`config.mk`:
```
export PLATFORM = sky130hd
export DESIGN_NAME = von_neumann_debias_packer_top
export DESIGN_NICKNAME = d
export VERILOG_FILES = /design/src/hw/rtl/vndp_pkg.sv /design/src/hw/rtl/von_neumann_debias_packer_top.sv /design/src/hw/rtl/vndp_pair_pack.sv
export SDC_FILE = /design/constraint.sdc
export NUM_CORES = 1
export LEC_CHECK = 0
export BUFFER_PORTS_ARGS = -buffer_cell sky130_fd_sc_hd__buf_4
export CELL_PAD_IN_SITES_DETAIL_PLACEMENT = 0
export CELL_PAD_IN_SITES_GLOBAL_PLACEMENT = 2
export CORE_ASPECT_RATIO = 1.75
export CORE_MARGIN = 3
export CORE_UTILIZATION = 37
export DETAILED_ROUTE_END_ITERATION = 7
export HOLD_SLACK_MARGIN = 0.08
export PLACE_DENSITY = 0.86
export SLEW_MARGIN = 20
export SYNTH_ARGS = -nofsm -noshare
export SYNTH_HDL_FRONTEND = slang
export SYNTH_HIERARCHICAL = 1
export SYNTH_SLANG_ARGS = --single-unit
```
`constraint.sdc`:
```
create_clock -name clk -period 4.4 [get_ports clk]
set_clock_uncertainty 0.2 [all_clocks]
set_input_delay 1.32 -clock clk [delete_from_list [all_inputs] [get_ports clk]]
set_output_delay 1.32 -clock clk [all_outputs]
set_load 0.05 [all_outputs]
```
`src/hw/rtl/vndp_pkg.sv`:
```
`timescale 1ns / 1ps
`default_nettype none

package vndp_pkg;

  localparam int SAMPLE_W          = 8;
  localparam int BYTE_W            = 8;
  localparam int POS_W             = 3;
  localparam int DCOUNT_W          = 2;
  localparam int DBITS_W           = 3;
  localparam int MAX_PAIRS         = 4;
  localparam int PAIRS_PER_SAMPLE  = 3;
  localparam logic [DCOUNT_W-1:0] DCOUNT_MAX = 2'd3;

  typedef struct packed {
    logic                byte_valid;
    logic [BYTE_W-1:0]   packed_byte;
    logic [DCOUNT_W-1:0] discard_count;
    logic [DBITS_W-1:0]  discard_bits;
  } vndp_result_t;

endpackage

`default_nettype wire

```
`src/hw/rtl/von_neumann_debias_packer_top.sv`:
```
`timescale 1ns / 1ps
`default_nettype none

// Von Neumann debiaser and byte packer. Each accepted sample yields exactly one
// result transaction: the low 2*PAIRS_PER_SAMPLE bits are read as bit pairs from
// bit 0 up, unequal pairs contribute their lower bit to a byte built LSB first,
// and equal pairs are reported as discarded bits. One sample is accepted every
// clock cycle while the output side takes results. The sample lands in the
// input register at acceptance, and the result register is loaded from the
// single-pass pair logic when the sample moves on, which the output side can
// hold off. The packing state advances when a sample moves into the result
// register, so results keep sample order.

module von_neumann_debias_packer_top
  import vndp_pkg::*;
#(
  parameter int PAIRS_PER_SAMPLE = vndp_pkg::PAIRS_PER_SAMPLE
) (
  input  wire logic                clk,
  input  wire logic                rst,
  input  wire logic                in_valid,
  output logic                     in_stall,
  input  wire logic [SAMPLE_W-1:0] sample,
  output logic                     out_valid,
  input  wire logic                out_stall,
  output logic                     byte_valid,
  output logic [BYTE_W-1:0]        packed_byte,
  output logic [DCOUNT_W-1:0]      discard_count,
  output logic [DBITS_W-1:0]       discard_bits
);

  logic                s1_valid;
  logic [SAMPLE_W-1:0] s1_sample;
  logic [BYTE_W-1:0]   accumulator;
  logic [BYTE_W-1:0]   accumulator_next;
  logic [POS_W-1:0]    bit_position;
  logic [POS_W-1:0]    bit_position_next;
  vndp_result_t        result_next;
  vndp_result_t        result;
  logic                out_free;
  logic                move;

  assign out_free = !out_valid || !out_stall;
  assign move     = s1_valid && out_free;
  assign in_stall = s1_valid && !out_free;

  vndp_pair_pack #(
    .PAIRS(PAIRS_PER_SAMPLE)
  ) u_pair_pack (
    .sample            (s1_sample),
    .accumulator       (accumulator),
    .bit_position      (bit_position),
    .result            (result_next),
    .accumulator_next  (accumulator_next),
    .bit_position_next (bit_position_next)
  );

  always_ff @(posedge clk) begin
    if (rst) begin
      s1_valid <= 1'b0;
    end else if (!in_stall) begin
      s1_valid <= in_valid;
    end
  end

  always_ff @(posedge clk) begin
    if (in_valid && !in_stall) begin
      s1_sample <= sample;
    end
  end

  always_ff @(posedge clk) begin
    if (rst) begin
      accumulator  <= '0;
      bit_position <= '0;
    end else if (move) begin
      accumulator  <= accumulator_next;
      bit_position <= bit_position_next;
    end
  end

  always_ff @(posedge clk) begin
    if (rst) begin
      out_valid <= 1'b0;
    end else if (out_free) begin
      out_valid <= s1_valid;
    end
  end

  always_ff @(posedge clk) begin
    if (move) begin
      result <= result_next;
    end
  end

  assign byte_valid    = result.byte_valid;
  assign packed_byte   = result.packed_byte;
  assign discard_count = result.discard_count;
  assign discard_bits  = result.discard_bits;

  // A result without a completed byte carries a zero byte.
  a_packed_zero: assert property (@(posedge clk) disable iff (rst)
    out_valid && !byte_valid |-> packed_byte == '0)
    else $error("packed_byte nonzero without byte_valid");

  // With a zero discard count, the discarded bits stay clear.
  a_dbits_clean: assert property (@(posedge clk) disable iff (rst)
    out_valid && discard_count == '0 |-> discard_bits == '0)
    else $error("discard_bits set with zero discard_count");

  // The discard count cannot exceed the number of pairs examined.
  a_dcount_bound: assert property (@(posedge clk) disable iff (rst)
    out_valid |-> int'(discard_count) <= PAIRS_PER_SAMPLE)
    else $error("discard_count exceeds pair count");

  // Packing state only advances when a sample moves into the result register.
  a_state_hold: assert property (@(posedge clk) disable iff (rst)
    !move |=> $stable(accumulator) && $stable(bit_position))
    else $error("packing state changed without a sample transaction");

  // Input is only held off while the first stage is occupied.
  a_stall_cause: assert property (@(posedge clk) disable iff (rst)
    in_stall |-> s1_valid && out_valid)
    else $error("in_stall raised with room in the pipeline");

endmodule

`default_nettype wire

```
`src/hw/rtl/vndp_pair_pack.sv`:
```
`timescale 1ns / 1ps
`default_nettype none

module vndp_pair_pack
  import vndp_pkg::*;
#(
  parameter int PAIRS = PAIRS_PER_SAMPLE
) (
  input  wire logic [SAMPLE_W-1:0] sample,
  input  wire logic [BYTE_W-1:0]   accumulator,
  input  wire logic [POS_W-1:0]    bit_position,
  output vndp_result_t             result,
  output logic [BYTE_W-1:0]        accumulator_next,
  output logic [POS_W-1:0]         bit_position_next
);

  localparam int USED_PAIRS = (PAIRS < MAX_PAIRS) ? PAIRS : MAX_PAIRS;

  logic [BYTE_W-1:0]   acc;
  logic [POS_W-1:0]    pos;
  logic                valid;
  logic [BYTE_W-1:0]   packed_val;
  logic [DCOUNT_W-1:0] dcount;
  logic [DBITS_W-1:0]  dbits;
  logic                lo;
  logic                hi;

  // Pairs are handled in order from the low end; at most one byte can
  // complete per sample since a sample holds at most four kept bits.
  always_comb begin
    acc        = accumulator;
    pos        = bit_position;
    valid      = 1'b0;
    packed_val = '0;
    dcount     = '0;
    dbits      = '0;
    lo         = 1'b0;
    hi         = 1'b0;
    for (int p = 0; p < USED_PAIRS; p++) begin
      lo = sample[2*p];
      hi = sample[2*p+1];
      if (lo != hi) begin
        acc[pos] = acc[pos] | lo;
        if (pos == POS_W'(BYTE_W - 1)) begin
          valid      = 1'b1;
          packed_val = acc;
          acc        = '0;
          pos        = '0;
        end else begin
          pos = pos + POS_W'(1);
        end
      end else if (dcount != DCOUNT_MAX) begin
        dbits[dcount] = lo;
        dcount        = dcount + DCOUNT_W'(1);
      end
    end
  end

  always_comb begin
    result.byte_valid    = valid;
    result.packed_byte   = packed_val;
    result.discard_count = dcount;
    result.discard_bits  = dbits;
    accumulator_next     = acc;
    bit_position_next    = pos;
  end

endmodule

`default_nettype wire
```
==> flow_summary.yaml <==
outcome:
  status: "complete, no violations"
route:
  dr_wl_met2_mm: 5.32
  drc: 0
  num_vias: 3185
  ant_nets: 0
  vias_per_cell: 5.96
  met3WireLength_um: 434
  drtIter0Drc: 302
  post_drt_wl_per_cell_um: 20.2
  dr.pass1.iters: 6
  wl_mm: 10.8
  wl_met1_mm: 4.01
  routed.top_layer: "met4"
floorplan:
  core_area_um2: 8310
  row_count: 44
  die_width_um: 76.1
  initial_core_util: 0.383
  die_h_um: 129
  io_pins: 28
  die-area_um2: 9800
global_route:
  overflow: 0
  grt_max_degree: 35
  grt_usage: 0.219
  grt_pass1_wl_mm: 16.1
  grt_pass1_vias: 2961
  antenna_found_initial: 0
worst_setup_path:
  timing.rr.end: "packed_byte[4]"
  r2r_slack_ns: 0.34
  crit_type: "reg2reg"
  cp-end-kind: "flip-flop"
  start_kind: "flip-flop"
  required_ns: 4.21
  r2r_cells: 14
  worstReg2RegStart: "s1_sample[0]"
  worst-path-max-fanout: 12
  worstPathArrival_ns: 3.87
synthesis:
  synth_cells: 385
  yosysWarnings: 6
  syn_area_per_cell_um2: 8.27
  netlist_area_um2: 3180
  synth_nets: 407
finish:
  antenna_cells: 0
  nFillCells: 858
  final_area_um2: 3730
  drive_above_1_share: 0.186
  fin_nets: 440
  final_common_cell: "buf_4"
  synthToLayoutAreaGrowth_pct: 17.2
  layout_common_cells: "buf_4, nor2_1, nand2_1, nand2b_1, o21ai_0"
placement:
  dpl_cell_area_um2: 3550
  routabilityCongestion: 0.955
  dp_hpwl_mm: 8.36
  port_buffers: 25
cts:
  cts_buffers: 5
  htreeDepth: 2
  root_buffer: "clkbuf_16"
  cts_num_sinks: 33
  clk_pin_slew_ns: 0.06
  cts_buffer_depth: 2
  cts_hold_buf: 0
  clock_latency_ns: 0.29
  tritoncts: "yes"
timing:
  fin_tns_setup_ns: 0
  drv_slew: 0
  fmax_ghz: 0.246
  relSlewSlack: 0.275
  layout_min_cycle_time_ns: 4.06
  hold_viol: 0
  finalCritPeriodShare: 0.922
  setup_viol: 0
  rsz0062_at_grt: "no"
  worstMarginPinSlew_ns: 1.08
hold_path:
  min_to: "out_valid"
  hold_depth: 2
  hold_path.class: "reg2reg"
  min_from: "s1_valid"
power:
  p_leak_nw: 1.34
  powerDensity_nw_per_um2: 330
  ir_drop_v: 0.000148
flow_run:
  maxCapViolations: 0
report_power, final:
part	internal (W)	total, W	switching [W]
clock network	0.000260	0.000401	0.000141
logic	0.000170	0.000473	0.000303
registers	0.000347	0.000360	0.0000126
total	0.000777	0.00123	0.000457
registers in the layout (all words and copies together) (netlist names), 2 cells and up:
signal         count
accumulator        8
bit_position       3
discard_bits       3
discard_count      2
packed_byte        8
s1_sample          6
through the flow:
stage               hold WS, ns   util  setup slack (ns)  power [W]  std cells
finish                    0.305  0.449             0.342    0.00123        534
global route              0.347  0.449            0.0539    0.00129        534
CTS                       0.305  0.447             0.182    0.00124        534
detailed placement        0.295  0.427             0.197   0.000831        526
global placement          0.274  0.427             0.231   0.000827        526
floorplan                 0.261      -             0.410   0.000696        385
per-layer routing:
layer,global-route usage,vias to the layer above
met5,0,-
met4,0.201,0
met3,0.0252,37
met2,0.384,132
met1,0.228,1488
li1,-,1528
layout make-up:
cell class | instances | area (um^2) | share of cell area
Timing Repair Buffer | 49 | 368 | 0.0985
Clock buffer | 7 | 164 | 0.0439
Inverter | 14 | 52.6 | 0.0141
Sequential cell | 33 | 861 | 0.231
Tap cell | 115 | 144 | 0.0385
Multi-Input combinational cell | 315 | 2140 | 0.573
Clock inverter | 1 | 6.26 | 0.00168
worst max-delay path by stage:
stage	to	slack, ns	from
floorplan	packed_byte[6]	0.41	s1_sample[0]
global placement	packed_byte[4]	0.23	s1_sample[0]
global route	packed_byte[1]	0.05	s1_sample[0]
detailed placement	packed_byte[4]	0.20	s1_sample[0]
finish	packed_byte[4]	0.34	s1_sample[0]
CTS	packed_byte[4]	0.18	s1_sample[0]
worst max-delay path, cell delays in order (launching register included):
cell and delay, ns:
edfxtp_1 0.41, ha_2 0.46, nor3b_4 0.38, nor2_1 0.12, inv_1 0.13, ha_1 0.33
mux2i_1 0.31, inv_1 0.08, ha_1 0.19, ha_1 0.28, inv_1 0.19, nor2_1 0.09
buf_4 0.21, a2111oi_0 0.28, a311oi_1 0.12
repair_timing:
action,4_1_cts,5_1_grt
setup endpoints to repair,0,14
setup buffers,0,0
resized for setup,0,4
No activity file was read; power rests on OpenSTA's default activity.
